<file path="src/sv/assert_macros.svh">
// Assertion macros used by the top level of this block.
`ifndef ASSERT_MACROS_SVH
`define ASSERT_MACROS_SVH

// Same-cycle implication, checked outside reset.
`define BSMM_ASSERT_IMP(lbl, clk, rst_n, ante, cons, msg) \
  lbl: assert property (@(posedge clk) disable iff (!rst_n) (ante) |-> (cons)) \
    else $error(msg);

// Next-cycle implication, checked outside reset.
`define BSMM_ASSERT_NXT(lbl, clk, rst_n, ante, cons, msg) \
  lbl: assert property (@(posedge clk) disable iff (!rst_n) (ante) |=> (cons)) \
    else $error(msg);

`endif

</file>
<file path="src/sv/bsmm_pkg.sv">
// Shared constants, state encoding and command/status types for the batch statistics block.
`timescale 1ns / 1ps
`default_nettype none

package bsmm_pkg;

  localparam int MAX_BATCH   = 16;
  localparam int SAMPLE_BITS = 16;
  localparam int CFG_W       = 5;
  localparam int SUM_OUT_W   = 20;
  localparam int MEAN_OUT_W  = 24;
  localparam int MED_OUT_W   = 17;
  localparam int FRAC_BITS   = 8;

  localparam int IDX_W     = (MAX_BATCH > 1) ? $clog2(MAX_BATCH) : 1;
  localparam int CNT_W     = $clog2(MAX_BATCH + 1);
  localparam int SUM_W     = SAMPLE_BITS + CNT_W;
  localparam int MED_W     = SAMPLE_BITS + 1;
  localparam int DVD_W     = SUM_W + FRAC_BITS;
  localparam int DIV_CNT_W = $clog2(DVD_W + 1);
  localparam int CMP_W     = (CNT_W > CFG_W) ? CNT_W : CFG_W;

  localparam logic [CFG_W-1:0] CFG_RESET = CFG_W'(16);

  typedef enum logic [2:0] {
    ST_IDLE,
    ST_RD,
    ST_CMP,
    ST_MED_A,
    ST_MED_B,
    ST_MED_C,
    ST_DIV,
    ST_OUT
  } state_t;

  typedef enum logic [1:0] {
    RD_INS,
    RD_MED_LO,
    RD_MED_HI
  } rd_sel_t;

  typedef struct packed {
    logic    accept;
    rd_sel_t rd_sel;
    logic    shift;
    logic    place;
    logic    med_lo;
    logic    med_hi;
    logic    div_start;
    logic    load_out;
  } dp_cmd_t;

  typedef struct packed {
    logic pos_zero;
    logic rdata_gt;
    logic last_item;
    logic div_busy;
  } dp_sts_t;

endpackage

`default_nettype wire

</file>
<file path="src/sv/bsmm_div.sv">
// Radix-2 restoring divider for the Q8 mean, one quotient bit per cycle.
`timescale 1ns / 1ps
`default_nettype none

module bsmm_div (
  input  wire logic                                clk,
  input  wire logic                                rst_n,
  input  wire logic                                start,
  input  wire logic signed [bsmm_pkg::SUM_W-1:0]   dividend,
  input  wire logic        [bsmm_pkg::CNT_W-1:0]   divisor,
  output logic                                     busy,
  output logic signed      [bsmm_pkg::DVD_W-1:0]   quotient
);

  localparam int DVD_W     = bsmm_pkg::DVD_W;
  localparam int CNT_W     = bsmm_pkg::CNT_W;
  localparam int DIV_CNT_W = bsmm_pkg::DIV_CNT_W;
  localparam int FRAC_BITS = bsmm_pkg::FRAC_BITS;

  logic                 busy_r, busy_nxt;
  logic [DIV_CNT_W-1:0] cnt_r, cnt_nxt;
  logic [DVD_W-1:0]     dq_r, dq_nxt;
  logic [CNT_W-1:0]     rem_r, rem_nxt;
  logic [CNT_W-1:0]     dvs_r, dvs_nxt;
  logic                 neg_r, neg_nxt;

  logic [DVD_W-1:0]     scaled;
  logic [CNT_W:0]       trial;
  logic [CNT_W:0]       diff;
  logic                 ge;

  always_comb begin
    scaled = {dividend, {FRAC_BITS{1'b0}}};
    trial  = {rem_r, dq_r[DVD_W-1]};
    diff   = trial - {1'b0, dvs_r};
    ge     = (trial >= {1'b0, dvs_r});

    busy_nxt = busy_r;
    cnt_nxt  = cnt_r;
    dq_nxt   = dq_r;
    rem_nxt  = rem_r;
    dvs_nxt  = dvs_r;
    neg_nxt  = neg_r;

    if (start) begin
      busy_nxt = 1'b1;
      cnt_nxt  = DIV_CNT_W'(DVD_W);
      neg_nxt  = dividend[bsmm_pkg::SUM_W-1];
      // work on the magnitude, fix the sign at the end
      dq_nxt   = dividend[bsmm_pkg::SUM_W-1] ? (~scaled + DVD_W'(1)) : scaled;
      rem_nxt  = '0;
      dvs_nxt  = divisor;
    end else if (busy_r) begin
      dq_nxt  = {dq_r[DVD_W-2:0], ge};
      rem_nxt = ge ? diff[CNT_W-1:0] : trial[CNT_W-1:0];
      cnt_nxt = cnt_r - DIV_CNT_W'(1);
      if (cnt_r == DIV_CNT_W'(1)) begin
        busy_nxt = 1'b0;
      end
    end
  end

  always_ff @(posedge clk) begin
    if (!rst_n) begin
      busy_r <= 1'b0;
      cnt_r  <= '0;
    end else begin
      busy_r <= busy_nxt;
      cnt_r  <= cnt_nxt;
    end
  end

  always_ff @(posedge clk) begin
    dq_r  <= dq_nxt;
    rem_r <= rem_nxt;
    dvs_r <= dvs_nxt;
    neg_r <= neg_nxt;
  end

  assign busy     = busy_r;
  assign quotient = $signed(neg_r ? (~dq_r + DVD_W'(1)) : dq_r);

endmodule

`default_nettype wire

</file>
<file path="src/sv/bsmm_dp.sv">
// Datapath: sorted sample store, running sum, median pick, mean divider and result registers.
`timescale 1ns / 1ps
`default_nettype none

module bsmm_dp (
  input  wire logic                                     clk,
  input  wire logic                                     rst_n,
  input  wire bsmm_pkg::dp_cmd_t                        cmd,
  output bsmm_pkg::dp_sts_t                             sts,
  input  wire logic signed [bsmm_pkg::SAMPLE_BITS-1:0]  in_sample_value,
  input  wire logic                                     cfg_wr_en,
  input  wire logic        [bsmm_pkg::CFG_W-1:0]        cfg_wr_data,
  output logic signed      [bsmm_pkg::SUM_OUT_W-1:0]    out_batch_sum,
  output logic signed      [bsmm_pkg::MEAN_OUT_W-1:0]   out_mean_q8,
  output logic signed      [bsmm_pkg::MED_OUT_W-1:0]    out_median_twice
);

  localparam int MAX_BATCH   = bsmm_pkg::MAX_BATCH;
  localparam int SAMPLE_BITS = bsmm_pkg::SAMPLE_BITS;
  localparam int IDX_W       = bsmm_pkg::IDX_W;
  localparam int CNT_W       = bsmm_pkg::CNT_W;
  localparam int SUM_W       = bsmm_pkg::SUM_W;
  localparam int MED_W       = bsmm_pkg::MED_W;
  localparam int DVD_W       = bsmm_pkg::DVD_W;
  localparam int CMP_W       = bsmm_pkg::CMP_W;
  localparam int CFG_W       = bsmm_pkg::CFG_W;

  logic signed [SAMPLE_BITS-1:0] mem [MAX_BATCH];

  logic        [CFG_W-1:0]       bs_r;
  logic        [CNT_W-1:0]       fill_r, fill_nxt;
  logic signed [SUM_W-1:0]       sum_r, sum_nxt;
  logic        [IDX_W-1:0]       pos_r, pos_nxt;
  logic signed [SAMPLE_BITS-1:0] sample_r;
  logic signed [SAMPLE_BITS-1:0] rdata_r;
  logic signed [SAMPLE_BITS-1:0] med_a_r;
  logic signed [MED_W-1:0]       med2_r;

  logic [IDX_W-1:0] rd_addr;
  logic [CNT_W-1:0] lo_full, hi_full;
  logic [CMP_W-1:0] bs_ext, eff, fill_inc;

  logic                    div_busy;
  logic signed [DVD_W-1:0] quot;

  always_comb begin
    lo_full = (fill_r - CNT_W'(1)) >> 1;
    hi_full = fill_r >> 1;
    case (cmd.rd_sel)
      bsmm_pkg::RD_INS:    rd_addr = pos_r - IDX_W'(1);
      bsmm_pkg::RD_MED_LO: rd_addr = lo_full[IDX_W-1:0];
      bsmm_pkg::RD_MED_HI: rd_addr = hi_full[IDX_W-1:0];
      default:             rd_addr = pos_r - IDX_W'(1);
    endcase
  end

  // clamp the configured size to 1..MAX_BATCH
  always_comb begin
    bs_ext   = CMP_W'(bs_r);
    fill_inc = CMP_W'(fill_r) + CMP_W'(1);
    if (bs_ext == '0) begin
      eff = CMP_W'(1);
    end else if (bs_ext > CMP_W'(MAX_BATCH)) begin
      eff = CMP_W'(MAX_BATCH);
    end else begin
      eff = bs_ext;
    end
  end

  always_comb begin
    pos_nxt  = pos_r;
    fill_nxt = fill_r;
    sum_nxt  = sum_r;
    if (cmd.accept) begin
      pos_nxt = fill_r[IDX_W-1:0];
    end else if (cmd.shift) begin
      pos_nxt = pos_r - IDX_W'(1);
    end
    if (cmd.place) begin
      fill_nxt = fill_r + CNT_W'(1);
      sum_nxt  = sum_r + SUM_W'(sample_r);
    end
    if (cmd.load_out) begin
      fill_nxt = '0;
      sum_nxt  = '0;
    end
  end

  always_ff @(posedge clk) begin
    if (!rst_n) begin
      bs_r   <= bsmm_pkg::CFG_RESET;
      fill_r <= '0;
      sum_r  <= '0;
    end else begin
      if (cfg_wr_en) begin
        bs_r <= cfg_wr_data;
      end
      fill_r <= fill_nxt;
      sum_r  <= sum_nxt;
    end
  end

  always_ff @(posedge clk) begin
    pos_r <= pos_nxt;
    if (cmd.accept) begin
      sample_r <= in_sample_value;
    end
    if (cmd.med_lo) begin
      med_a_r <= rdata_r;
    end
    if (cmd.med_hi) begin
      med2_r <= MED_W'(med_a_r) + MED_W'(rdata_r);
    end
    if (cmd.load_out) begin
      out_batch_sum    <= bsmm_pkg::SUM_OUT_W'(sum_r);
      out_mean_q8      <= bsmm_pkg::MEAN_OUT_W'(quot);
      out_median_twice <= bsmm_pkg::MED_OUT_W'(med2_r);
    end
  end

  // sorted store: at most one write and one registered read per cycle
  always_ff @(posedge clk) begin
    if (cmd.shift) begin
      mem[pos_r] <= rdata_r;
    end else if (cmd.place) begin
      mem[pos_r] <= sample_r;
    end
    rdata_r <= mem[rd_addr];
  end

  bsmm_div u_div (
    .clk      (clk),
    .rst_n    (rst_n),
    .start    (cmd.div_start),
    .dividend (sum_r),
    .divisor  (fill_r),
    .busy     (div_busy),
    .quotient (quot)
  );

  always_comb begin
    sts.pos_zero  = (pos_r == '0);
    sts.rdata_gt  = (rdata_r > sample_r);
    sts.last_item = (fill_inc >= eff);
    sts.div_busy  = div_busy;
  end

endmodule

`default_nettype wire

</file>
<file path="src/sv/bsmm_ctrl.sv">
// Controller: sequences insertion, median reads, the divide and the result handoff.
`timescale 1ns / 1ps
`default_nettype none

module bsmm_ctrl (
  input  wire logic              clk,
  input  wire logic              rst_n,
  input  wire logic              in_valid,
  output logic                   in_ready,
  output logic                   out_valid,
  input  wire logic              out_ready,
  input  wire bsmm_pkg::dp_sts_t sts,
  output bsmm_pkg::dp_cmd_t      cmd
);

  bsmm_pkg::state_t state_r, state_nxt;
  logic             out_valid_r, out_valid_nxt;
  logic             out_free;

  assign out_free = !out_valid_r || out_ready;

  always_comb begin
    state_nxt = state_r;
    case (state_r)
      bsmm_pkg::ST_IDLE: begin
        if (in_valid) begin
          state_nxt = bsmm_pkg::ST_RD;
        end
      end
      bsmm_pkg::ST_RD: begin
        if (sts.pos_zero) begin
          state_nxt = sts.last_item ? bsmm_pkg::ST_MED_A : bsmm_pkg::ST_IDLE;
        end else begin
          state_nxt = bsmm_pkg::ST_CMP;
        end
      end
      bsmm_pkg::ST_CMP: begin
        if (sts.rdata_gt) begin
          state_nxt = bsmm_pkg::ST_RD;
        end else begin
          state_nxt = sts.last_item ? bsmm_pkg::ST_MED_A : bsmm_pkg::ST_IDLE;
        end
      end
      bsmm_pkg::ST_MED_A: state_nxt = bsmm_pkg::ST_MED_B;
      bsmm_pkg::ST_MED_B: state_nxt = bsmm_pkg::ST_MED_C;
      bsmm_pkg::ST_MED_C: state_nxt = bsmm_pkg::ST_DIV;
      bsmm_pkg::ST_DIV: begin
        if (!sts.div_busy) begin
          state_nxt = bsmm_pkg::ST_OUT;
        end
      end
      bsmm_pkg::ST_OUT: begin
        if (out_free) begin
          state_nxt = bsmm_pkg::ST_IDLE;
        end
      end
      default: state_nxt = bsmm_pkg::ST_IDLE;
    endcase
  end

  always_comb begin
    cmd           = '0;
    cmd.rd_sel    = bsmm_pkg::RD_INS;
    case (state_r)
      bsmm_pkg::ST_IDLE:  cmd.accept = in_valid;
      bsmm_pkg::ST_RD:    cmd.place  = sts.pos_zero;
      bsmm_pkg::ST_CMP: begin
        // move the larger entry up one slot, or drop the sample into the gap
        cmd.shift = sts.rdata_gt;
        cmd.place = !sts.rdata_gt;
      end
      bsmm_pkg::ST_MED_A: begin
        cmd.rd_sel    = bsmm_pkg::RD_MED_LO;
        cmd.div_start = 1'b1;
      end
      bsmm_pkg::ST_MED_B: begin
        cmd.rd_sel = bsmm_pkg::RD_MED_HI;
        cmd.med_lo = 1'b1;
      end
      bsmm_pkg::ST_MED_C: cmd.med_hi   = 1'b1;
      bsmm_pkg::ST_OUT:   cmd.load_out = out_free;
      default:            cmd.rd_sel   = bsmm_pkg::RD_INS;
    endcase
  end

  always_comb begin
    out_valid_nxt = out_valid_r;
    if (cmd.load_out) begin
      out_valid_nxt = 1'b1;
    end else if (out_ready) begin
      out_valid_nxt = 1'b0;
    end
  end

  always_ff @(posedge clk) begin
    if (!rst_n) begin
      state_r     <= bsmm_pkg::ST_IDLE;
      out_valid_r <= 1'b0;
    end else begin
      state_r     <= state_nxt;
      out_valid_r <= out_valid_nxt;
    end
  end

  assign in_ready  = (state_r == bsmm_pkg::ST_IDLE);
  assign out_valid = out_valid_r;

endmodule

`default_nettype wire

</file>
<file path="src/sv/batch_sum_mean_median_unit.sv">
// Top level of the batch sum, mean and median unit.
//
//   channel   direction  handshake            payload
//   in_       input      in_valid/in_ready    in_sample_value (16b signed)
//   out_      output     out_valid/out_ready  out_batch_sum, out_mean_q8, out_median_twice
//   cfg_      input      cfg_wr_en            cfg_wr_data (batch size, 5b)
//
// A sample holds in_ready low while it walks down the store: one read-compare-move (ST_RD,
// ST_CMP) per stored entry greater than it (k of them, 0..15), then it is placed in the gap.
// For the last sample of a batch, the median reads and their sum (ST_MED_A..ST_MED_C) overlap
// the first two of the divider's 29 quotient-bit steps; then ST_OUT loads the result registers.
// Reset is synchronous, active low; batch size resets to 16. A result waiting on out_ready
// stalls only the load of the next batch result.
`timescale 1ns / 1ps
`default_nettype none
`include "assert_macros.svh"

module batch_sum_mean_median_unit (
  input  wire logic                                     clk,
  input  wire logic                                     rst_n,
  input  wire logic                                     in_valid,
  output logic                                          in_ready,
  input  wire logic signed [bsmm_pkg::SAMPLE_BITS-1:0]  in_sample_value,
  output logic                                          out_valid,
  input  wire logic                                     out_ready,
  output logic signed      [bsmm_pkg::SUM_OUT_W-1:0]    out_batch_sum,
  output logic signed      [bsmm_pkg::MEAN_OUT_W-1:0]   out_mean_q8,
  output logic signed      [bsmm_pkg::MED_OUT_W-1:0]    out_median_twice,
  input  wire logic                                     cfg_wr_en,
  input  wire logic        [bsmm_pkg::CFG_W-1:0]        cfg_wr_data
);

  bsmm_pkg::dp_cmd_t cmd;
  bsmm_pkg::dp_sts_t sts;

  bsmm_ctrl u_ctrl (
    .clk       (clk),
    .rst_n     (rst_n),
    .in_valid  (in_valid),
    .in_ready  (in_ready),
    .out_valid (out_valid),
    .out_ready (out_ready),
    .sts       (sts),
    .cmd       (cmd)
  );

  bsmm_dp u_dp (
    .clk              (clk),
    .rst_n            (rst_n),
    .cmd              (cmd),
    .sts              (sts),
    .in_sample_value  (in_sample_value),
    .cfg_wr_en        (cfg_wr_en),
    .cfg_wr_data      (cfg_wr_data),
    .out_batch_sum    (out_batch_sum),
    .out_mean_q8      (out_mean_q8),
    .out_median_twice (out_median_twice)
  );

  `BSMM_ASSERT_IMP(a_no_req_while_div, clk, rst_n, sts.div_busy, !in_ready, "request taken during divide")
  `BSMM_ASSERT_IMP(a_no_overwrite, clk, rst_n, cmd.load_out, (!out_valid || out_ready), "result overwritten")
  `BSMM_ASSERT_NXT(a_busy_after_req, clk, rst_n, (in_valid && in_ready), !in_ready, "ready after request")

endmodule

`default_nettype wire
</file>
<file path="config.mk">
export PLATFORM = sky130hd
export DESIGN_NAME = batch_sum_mean_median_unit
export DESIGN_NICKNAME = d
export VERILOG_FILES = /design/src/sv/bsmm_pkg.sv /design/src/sv/bsmm_div.sv /design/src/sv/bsmm_dp.sv /design/src/sv/bsmm_ctrl.sv /design/src/sv/batch_sum_mean_median_unit.sv
export VERILOG_INCLUDE_DIRS = /design/src /design/src/sv
export SDC_FILE = /design/constraint.sdc
export NUM_CORES = 1
export LEC_CHECK = 0
export ABC_AREA = 1
export BUFFER_PORTS_ARGS = -buffer_cell sky130_fd_sc_hd__buf_2
export CAP_MARGIN = 20
export CORE_MARGIN = 4
export CORE_UTILIZATION = 25
export CTS_CLUSTER_DIAMETER = 200
export DETAILED_ROUTE_END_ITERATION = 7
export PLACE_DENSITY_LB_ADDON = 0.12
export SYNTH_ARGS = -nofsm -noshare
export SYNTH_HDL_FRONTEND = slang
export SYNTH_HIERARCHICAL = 1
export SYNTH_SLANG_ARGS = --single-unit
</file>
<file path="constraint.sdc">
create_clock -name clk -period 5.8 [get_ports clk]
set_input_delay 0.29 -clock clk [delete_from_list [all_inputs] [get_ports clk]]
set_output_delay 0.29 -clock clk [all_outputs]
set_load 0.02 [all_outputs]
</file>
==> results.json, run 1 <==
{
  "holdPathStages": 3,
  "synth_area_um2": 22200,
  "gp_congestion": 0.824,
  "dp_hpwl_um": 43200,
  "wl_per_cell_um": 17.3,
  "critPathKind": "flip-flop to flip-flop",
  "grt_pass1_wl_um": 95300,
  "rsz0062_at_grt": "no",
  "ios": 89,
  "pwr-share-clk": 0.268,
  "overflow": 0,
  "postSynthCellCount": 2297,
  "cts_num_sinks": 467,
  "post-cts-setup-buffers": 0,
  "holdWs_ns": 0.0561,
  "chipWidth_um": 306,
  "first_global_vias": 15300,
  "min_path_type": "input pin to flip-flop",
  "drc": 0,
  "crit_cells": 16,
  "cp_num_buf_inv": 3,
  "endpoint_kind": "flip-flop",
  "tns_ns": 0,
  "power.density_nw_per_um2": 524,
  "die_h_um": 306,
  "numPortBuffers": 88,
  "post_drt_via_cell_ratio": 4.29,
  "die_area_um2": 93800,
  "finalSetupViolations": 0,
  "cts_made_buffers": 56,
  "clk_pin_slew_ns": 0.07,
  "grt_max_degree": 89,
  "clk-insertion-delay-late_ns": 0.63,
  "reg2reg_depth": 16,
  "avgSynthCellArea_um2": 9.68,
  "finalCriticalPeriod_ns": 4.16,
  "p_int_mw": 8.10,
  "clock-skew-final_ns": 0.0603,
  "vdd_drop_max_mv": 0.476,
  "drtIter0Drc": 920,
  "fin_nets": 2529,
  "max_stage_delay_ns": 0.75,
  "synth_fp_nets": 2401,
  "final_cell_mix": "788 x nand2_1, 405 x edfxtp_1, 212 x nand3_1, 207 x inv_1, 145 x nor2_1",
  "path_common_cell": "nand2_1",
  "period_share": 0.718,
  "switching_share": 0.410,
  "p_sw_mw": 5.63,
  "status": "finished clean",
  "slew_viol_final": 0,
  "crit_required_ns": 6.00,
  "worst_pin_slew_ns": 0.991,
  "seq_power_share": 0.343,
  "yosysWarnings": 6,
  "grt_antenna_before_repair": 1,
  "leakage_nw": 11.0,
  "placement.setup.worst_slack_ns": 1.17,
  "routed_wl_um": 62900,
  "ant_nets": 0,
  "syn2layout_area_growth_pct": 17.8,
  "cp_max_fo": 19,
  "start_util": 0.252,
  "slew_headroom": 0.339,
  "rows": 109,
  "p_comb_frac": 0.389,
  "dr_total_vias": 15600,
  "max_freq_ghz": 0.240,
  "num-fill-cells": 9234,
  "dr.pass1.iters": 5,
  "htree_num_levels": 2,
  "cap_violations": 0,
  "grt_use_total": 0.131,
  "layout_commonest_cell": "nand2_1",
  "path_cells": "inv_1 -> ha_1 -> nand2_1 -> inv_1 -> nand3_1 -> nor3_1 -> nand2_1 -> nand2_1 -> nand2_1 -> nand2_1 -> nor2_1 -> o21ai_2 -> clkinv_1 -> nand2_1 -> nand2_1 -> nor2_2",
  "core_um2": 88400,
  "ctsLongestPathBuffers": 3,
  "finalHoldViolCount": 0,
  "critPathArrivalTime_ns": 4.37,
  "cp_top_family": "simple AND/OR/NAND/NOR gates",
  "root_buffer": "clkbuf_16",
  "setup_slack_ns": 1.64,
  "fin_util": 0.297,
  "total_power_mw": 13.7,
  "cts_tree": "yes",
  "worstSetupStartpointType": "flip-flop",
  "drive_gt1_frac": 0.111,
  "worst_path_max_delay_cell": "nor2_2"
}
[layout make-up]
class | count | area, um2 | share of cell area
clock buffer | 66 | 1440 | 0.0549
clock inverter | 39 | 494 | 0.0189
inverter | 219 | 825 | 0.0315
multi-input combinational | 1531 | 7610 | 0.290
timing repair buffer | 150 | 976 | 0.0372
tap | 1165 | 1460 | 0.0556
sequential | 467 | 13400 | 0.511
antenna | 1 | 2.50 | 0.0000955
[state kept, by name (all words and copies together), names as in the netlist, 3 cells and up]
| name | cells |
|---|---|
| u_ctrl/state_r | 3 |
| u_dp/bs_ext | 5 |
| u_dp/fill_r | 5 |
| u_dp/med2_r | 17 |
| u_dp/med_a_r | 16 |
| u_dp/mem | 256 |
| u_dp/out_batch_sum | 20 |
| u_dp/out_mean_q8 | 24 |
| u_dp/out_median_twice | 17 |
| u_dp/pos_r | 4 |
| u_dp/rdata_r | 16 |
| u_dp/sample_r | 16 |
| u_dp/sum_r | 21 |
| u_dp/u_div/cnt_r | 5 |
| u_dp/u_div/dq_r | 29 |
| u_dp/u_div/dvs_r | 5 |
| u_dp/u_div/rem_r | 5 |
[worst min-delay path: cells and delay by family]
family                 cells  cell delay, ns
AO/OA/AOI/OAI              1            0.04
buffers and inverters      2            0.29
[metal layers]
layer	part of all wire	track usage	up-vias
met5	0	0	-
met3	0.037	0.0200	77
met1	0.48	0.181	7333
met2	0.47	0.216	272
li1	-	-	7909
met4	0.022	0.0318	0
[per-stage QoR]
| step | area, um2 | std cells |
|---|---|---|
| final | 26200 | 3638 |
| after global routing | 26200 | 3637 |
| after CTS | 26200 | 3636 |
| after detailed placement | 24000 | 3508 |
| after global placement | 24000 | 3507 |
| after floorplan | 22200 | 2297 |
[power groups by stage]
stage / sequential (mW) / clock [mW] / combinational [mW]
final: 4.70 / 3.68 / 5.34
after global routing: 4.75 / 3.96 / 6.06
after detailed placement: 4.79 / 0 / 5.41
after floorplan: 4.67 / 0 / 3.56
after CTS: 4.71 / 3.81 / 5.45
after global placement: 4.78 / 0 / 5.44
[path summary, 6_finish.rpt]
path / slack (ns) / endpoint / from
hold / removal: 0.06 / u_ctrl/state_r[2] / rst_n
setup / recovery: 1.64 / u_dp/mem[0][0] / u_dp/sample_r[15]
setup reg to reg: 1.64 / u_dp/mem[0][0] / u_dp/sample_r[15]
hold reg to reg: 0.42 / u_dp/out_median_twice[3] / u_dp/med2_r[3]
[what timing repair did]
action                    4_1_cts  5_1_grt
resized for setup               0        0
hold buffers                   23        0
hold endpoints to repair       21        0
Note: power is estimated with default switching activity, not from simulation.
==> run 2: changes to the inputs <==
Clock period 5.8 ns to 3.6 ns, I/O delays scaled along.
==> run 2 against run 1 <==
Compared with the run above: design area increased by 1.5%; non-clock buffer count increased by 29; highest routed layer unchanged; critical endpoint is now u_dp/mem[9][15]; via count increased by 0.96%; cell count increased by 0.85%.
==> results.json, run 2 (synthesis gave the netlist of run 1 again) <==
{
  "reg_top3": "u_dp/mem (256), u_dp/u_div/dq_r (29), u_dp/out_mean_q8 (24)",
  "largest_register": "u_dp/mem",
  "slew_viol_final": 0,
  "largest_reg_flops": 256,
  "placement.setup.worst_slack_ns": 0.378,
  "max_stage_delay_ns": 0.39,
  "grt_max_degree": 73,
  "setup_slack_ns": 0.375,
  "clock-skew-final_ns": 0.0502,
  "overflow": 0,
  "leakage_nw": 11.1,
  "htree_num_levels": 2,
  "switching_share": 0.407,
  "worstSetupStartpointType": "flip-flop",
  "num-fill-cells": 9197,
  "tns_ns": 0,
  "chipWidth_um": 306,
  "gp_congestion": 0.838,
  "final_cells": 3669,
  "fin_area_um2": 26600,
  "cts_made_buffers": 57,
  "fin_nets": 2559,
  "wl_per_cell_um": 17.0,
  "min_path_type": "input pin to flip-flop",
  "root_buffer": "clkbuf_16",
  "ctsLongestPathBuffers": 3,
  "place_area_um2": 24300,
  "clk-insertion-delay-late_ns": 0.64,
  "ios": 89,
  "start_util": 0.252,
  "cp_max_fo": 16,
  "pwr-share-clk": 0.262,
  "path_cells": "inv_1 -> ha_1 -> nand2_1 -> inv_1 -> nand3_1 -> nor3_1 -> nand2_1 -> nand2_1 -> nor2_1 -> nor2_1 -> inv_1 -> nor2_2 -> inv_1 -> nand2_1 -> nand2_1 -> nor2_2 -> buf_12",
  "worst_path_max_delay_cell": "edfxtp_1",
  "slew_headroom": 0.303,
  "die_h_um": 306,
  "endpoint_kind": "flip-flop",
  "rsz0062_at_grt": "no",
  "status": "finished clean",
  "dr_total_vias": 15700,
  "holdWs_ns": 0.0859,
  "period_share": 0.896,
  "power.density_nw_per_um2": 832,
  "post_drt_via_cell_ratio": 4.29,
  "dr.pass1.iters": 8,
  "final_cell_mix": "790 x nand2_1, 405 x edfxtp_1, 212 x nand3_1, 207 x inv_1, 145 x nor2_1",
  "path_common_cell": "nand2_1",
  "vdd_drop_max_mv": 0.733,
  "dp_hpwl_um": 42700,
  "die_area_um2": 93800,
  "crit_required_ns": 3.90,
  "cap_violations": 0,
  "cts_tree": "yes",
  "grt_use_total": 0.132,
  "max_freq_ghz": 0.310,
  "cts_num_sinks": 467,
  "numPortBuffers": 88,
  "critPathKind": "flip-flop to flip-flop",
  "ctsResizeCount": 0,
  "routed_wl_um": 62500,
  "finalCriticalPeriod_ns": 3.23,
  "first_global_vias": 15700,
  "seq_power_share": 0.344,
  "syn2layout_area_growth_pct": 19.5,
  "finalSetupViolations": 0,
  "drtIter0Drc": 996,
  "clk_pin_slew_ns": 0.06,
  "grt_pass1_wl_um": 96300,
  "critPathArrivalTime_ns": 3.53,
  "drc": 0,
  "finalHoldViolCount": 0,
  "p_comb_frac": 0.394,
  "p_int_mw": 13.1,
  "worst_pin_slew_ns": 1.04,
  "rows": 109,
  "place_inst": 3527,
  "grt_antenna_before_repair": 0,
  "core_um2": 88400,
  "p_sw_mw": 9.00,
  "layout_commonest_cell": "nand2_1",
  "drive_gt1_frac": 0.115,
  "ant_nets": 0
}
[run 2: changes by cell type in the layout (fill, tap and decap cells not counted), moves of 2 or more]
cell           change
buf_12            +13
dlygate4sd3_1     +11
buf_4              +5
clkbuf_1           +5
clkbuf_8           +5
clkinv_2           -5
bufinv_16          -4
inv_6              -3
clkbuf_16          +2
nand2_1            +2
nand2_2            -2
[run 2: power groups by stage]
stage	registers, mW	clock network, mW	logic [mW]
detailed placement	7.74	0	8.77
CTS	7.63	6.04	8.85
floorplan	7.52	0	5.74
global placement	7.73	0	8.82
global route	7.68	6.28	9.87
finish	7.61	5.79	8.72
[run 2: area by class of cell]
type                    count  area [um2]  share of cell area
flip-flops and latches    467       13400               0.504
multi-input cells        1531        7610               0.286
clock buffers              78        1580              0.0593
well taps                1165        1460              0.0548
repair buffers            179        1380              0.0520
inverters                 219         825              0.0310
clock inverters            29         335              0.0126
diodes                      1        2.50           0.0000941
[run 2: final timing paths]
kind                                    to               from  depth (start not counted)  slack [ns]
setup / recovery           u_dp/mem[9][15]  u_dp/sample_r[14]                         17        0.37
hold / removal           u_ctrl/state_r[1]          out_ready                          6        0.09
setup reg to reg           u_dp/mem[9][15]  u_dp/sample_r[14]                         17        0.37
hold reg to reg   u_dp/out_median_twice[2]     u_dp/med2_r[2]                          0        0.42
[run 2: metrics by stage]
step | util | total power, mW
floorplan | - | 13.3
global placement | 0.275 | 16.5
detailed placement | 0.275 | 16.5
CTS | 0.301 | 22.5
global route | 0.301 | 23.8
finish | 0.301 | 22.1
[run 2: repair_timing]
item | in CTS | in global routing
setup buffers | 0 | 0
hold buffers | 34 | 0
endpoints found under the hold margin | 31 | 0
[run 2: routing by layer]
| layer | GRT usage | vias to the layer above | routed length, um |
|---|---|---|---|
| met3 | 0.0205 | 89 | 2550 |
| li1 | - | 7949 | - |
| met1 | 0.177 | 7434 | 28900 |
| met5 | 0 | - | 0 |
| met2 | 0.221 | 269 | 29400 |
| met4 | 0.0372 | 0 | 1640 |
[run 2: critical path: cells and delay by family, from the launching register on]
kind	cells	cell delay (ns)
and+or+nand+nor	11	1.68
buffers and inverters	5	0.53
DFF	1	0.39
adders and majority gates	1	0.28
==> run 3: changes to the inputs <==
Settings changed: CAP_MARGIN 20 to 25, CORE_MARGIN 4 to 8.
==> run 3 against run 2 <==
Compared with the run above: global-route usage fell by 0.63 points; via count up 0.32%; clock skew down 0.019 ns; register-to-register slack barely moved; fmax hardly changed; cell count rose by 0.30%; clock power is 7.1% higher; critical endpoint is now u_dp/mem[14][6]; largest cell class unchanged.
==> results.json, run 3 (synthesis gave the netlist of run 1 again) <==
{
  "cap_violations": 0,
  "first_global_vias": 15900,
  "syn2layout_area_growth_pct": 20.4,
  "pwr-share-clk": 0.274,
  "power.density_nw_per_um2": 845,
  "antenna_cells": 0,
  "ctsResizeCount": 0,
  "dr.pass1.iters": 5,
  "fin_area_um2": 26800,
  "ios": 89,
  "grt_max_degree": 113,
  "grt_antenna_before_repair": 2,
  "seq_power_share": 0.336,
  "htree_num_levels": 2,
  "slew_viol_final": 0,
  "clk-insertion-delay-late_ns": 0.62,
  "p_sw_mw": 9.07,
  "endpoint_kind": "flip-flop",
  "die_h_um": 314,
  "finalHoldViolCount": 0,
  "ant_nets": 0,
  "drtIter0Drc": 900,
  "reg_top3": "u_dp/mem (256), u_dp/u_div/dq_r (29), u_dp/out_mean_q8 (24)",
  "placement.setup.worst_slack_ns": 0.359,
  "routed_wl_um": 63400,
  "cts_made_buffers": 58,
  "clk_pin_slew_ns": 0.06,
  "dp_hpwl_um": 43900,
  "place_area_um2": 24400,
  "finalCriticalPeriod_ns": 3.22,
  "drc": 0,
  "grt_pass1_wl_um": 97000,
  "start_util": 0.252,
  "r2r_slack_ns": 0.38,
  "fin_util": 0.303,
  "fin_nets": 2569,
  "period_share": 0.895,
  "ctsLongestPathBuffers": 3,
  "num-fill-cells": 9098,
  "tns_ns": 0,
  "worstSetupStartpointType": "flip-flop",
  "worst_pin_slew_ns": 0.889,
  "p_comb_frac": 0.390,
  "cts_tree": "yes",
  "leakage_nw": 11.2,
  "wl_per_cell_um": 17.2,
  "rows": 109,
  "drive_gt1_frac": 0.122,
  "root_buffer": "clkbuf_16",
  "cp_max_fo": 18,
  "overflow": 0,
  "max_freq_ghz": 0.310,
  "vdd_drop_max_mv": 0.624,
  "post_drt_via_cell_ratio": 4.29,
  "final_cell_mix": "790 x nand2_1, 405 x edfxtp_1, 212 x nand3_1, 207 x inv_1, 145 x nor2_1",
  "finalSetupViolations": 0,
  "gp_congestion": 0.812,
  "switching_share": 0.401,
  "status": "finished clean",
  "critPathArrivalTime_ns": 3.66,
  "cts_num_sinks": 467,
  "crit_required_ns": 4.04,
  "core_um2": 88200,
  "die_area_um2": 98800,
  "dr_total_vias": 15800,
  "clock-skew-final_ns": 0.0316,
  "cts-hold-fix-buffers": 33,
  "largest_reg_flops": 256,
  "setup_slack_ns": 0.377,
  "numPortBuffers": 88,
  "holdWs_ns": 0.101,
  "grt_use_total": 0.126,
  "largest_register": "u_dp/mem",
  "rsz0062_at_grt": "no",
  "p_int_mw": 13.5,
  "chipWidth_um": 314,
  "slew_headroom": 0.407,
  "min_path_type": "input pin to flip-flop",
  "post-cts-setup-buffers": 0,
  "layout_commonest_cell": "nand2_1",
  "critPathKind": "flip-flop to flip-flop"
}
run 3: changes by cell type in the layout (fill, tap and decap cells not counted), moves of 2 or more:
cell,change
clkbuf_1,-5
clkbuf_8,-3
clkinv_2,+3
buf_4,+11
clkinvlp_4,+3
bufinv_16,+6
buf_12,-2
run 3: critical path, cell delays in order, from the launching register on:
cell	delay, ns
edfxtp_1	0.44
inv_1	0.12
ha_1	0.25
a21oi_1	0.16
o21ai_0	0.13
nand2_1	0.08
nand2_1	0.05
nand2_1	0.05
nand2_1	0.06
nand2_1	0.06
nand2_1	0.04
nor2_1	0.24
inv_1	0.11
nor2_2	0.16
inv_1	0.07
nand2_1	0.15
buf_4	0.24
nand2_1	0.07
o21ai_0	0.20
buf_4	0.33
run 3: final timing paths:
path / start / to / depth (start not counted)
max: u_dp/sample_r[1] / u_dp/mem[14][6] / 19
min: out_ready / u_ctrl/state_r[1] / 6
max reg2reg: u_dp/sample_r[1] / u_dp/mem[14][6] / 19
min reg2reg: u_dp/med2_r[2] / u_dp/out_median_twice[2] / 0
run 3: power groups by stage:
stage	logic, mW	registers [mW]	clock network, mW
after floorplan	5.74	7.52	0
final	8.81	7.60	6.20
after global placement	8.91	7.74	0
after CTS	8.96	7.64	6.44
after global routing	9.98	7.67	6.64
after detailed placement	8.90	7.75	0
run 3: layout make-up:
class	count	area, um2	area share
clock buffers	70	1520	0.0566
inverters	219	825	0.0308
well taps	1165	1460	0.0544
repair buffers	188	1440	0.0539
clock inverters	40	528	0.0197
multi-input cells	1531	7610	0.284
flip-flops and latches	467	13400	0.500
run 3: through the flow:
stage / std cells / power, mW
2_1_floorplan: 2297 / 13.3
3_3_place_gp: 3535 / 16.6
3_5_place_dp: 3536 / 16.6
4_1_cts: 3679 / 23.0
5_1_grt: 3680 / 24.3
6_report: 3680 / 22.6
run 3: metal layers:
| layer | up-vias | part of all wire | global-route usage |
|---|---|---|---|
| met4 | 0 | 0.033 | 0.0432 |
| li1 | 7976 | - | - |
| met2 | 274 | 0.46 | 0.208 |
| met3 | 96 | 0.039 | 0.0209 |
| met5 | - | 0 | 0 |
| met1 | 7446 | 0.46 | 0.166 |
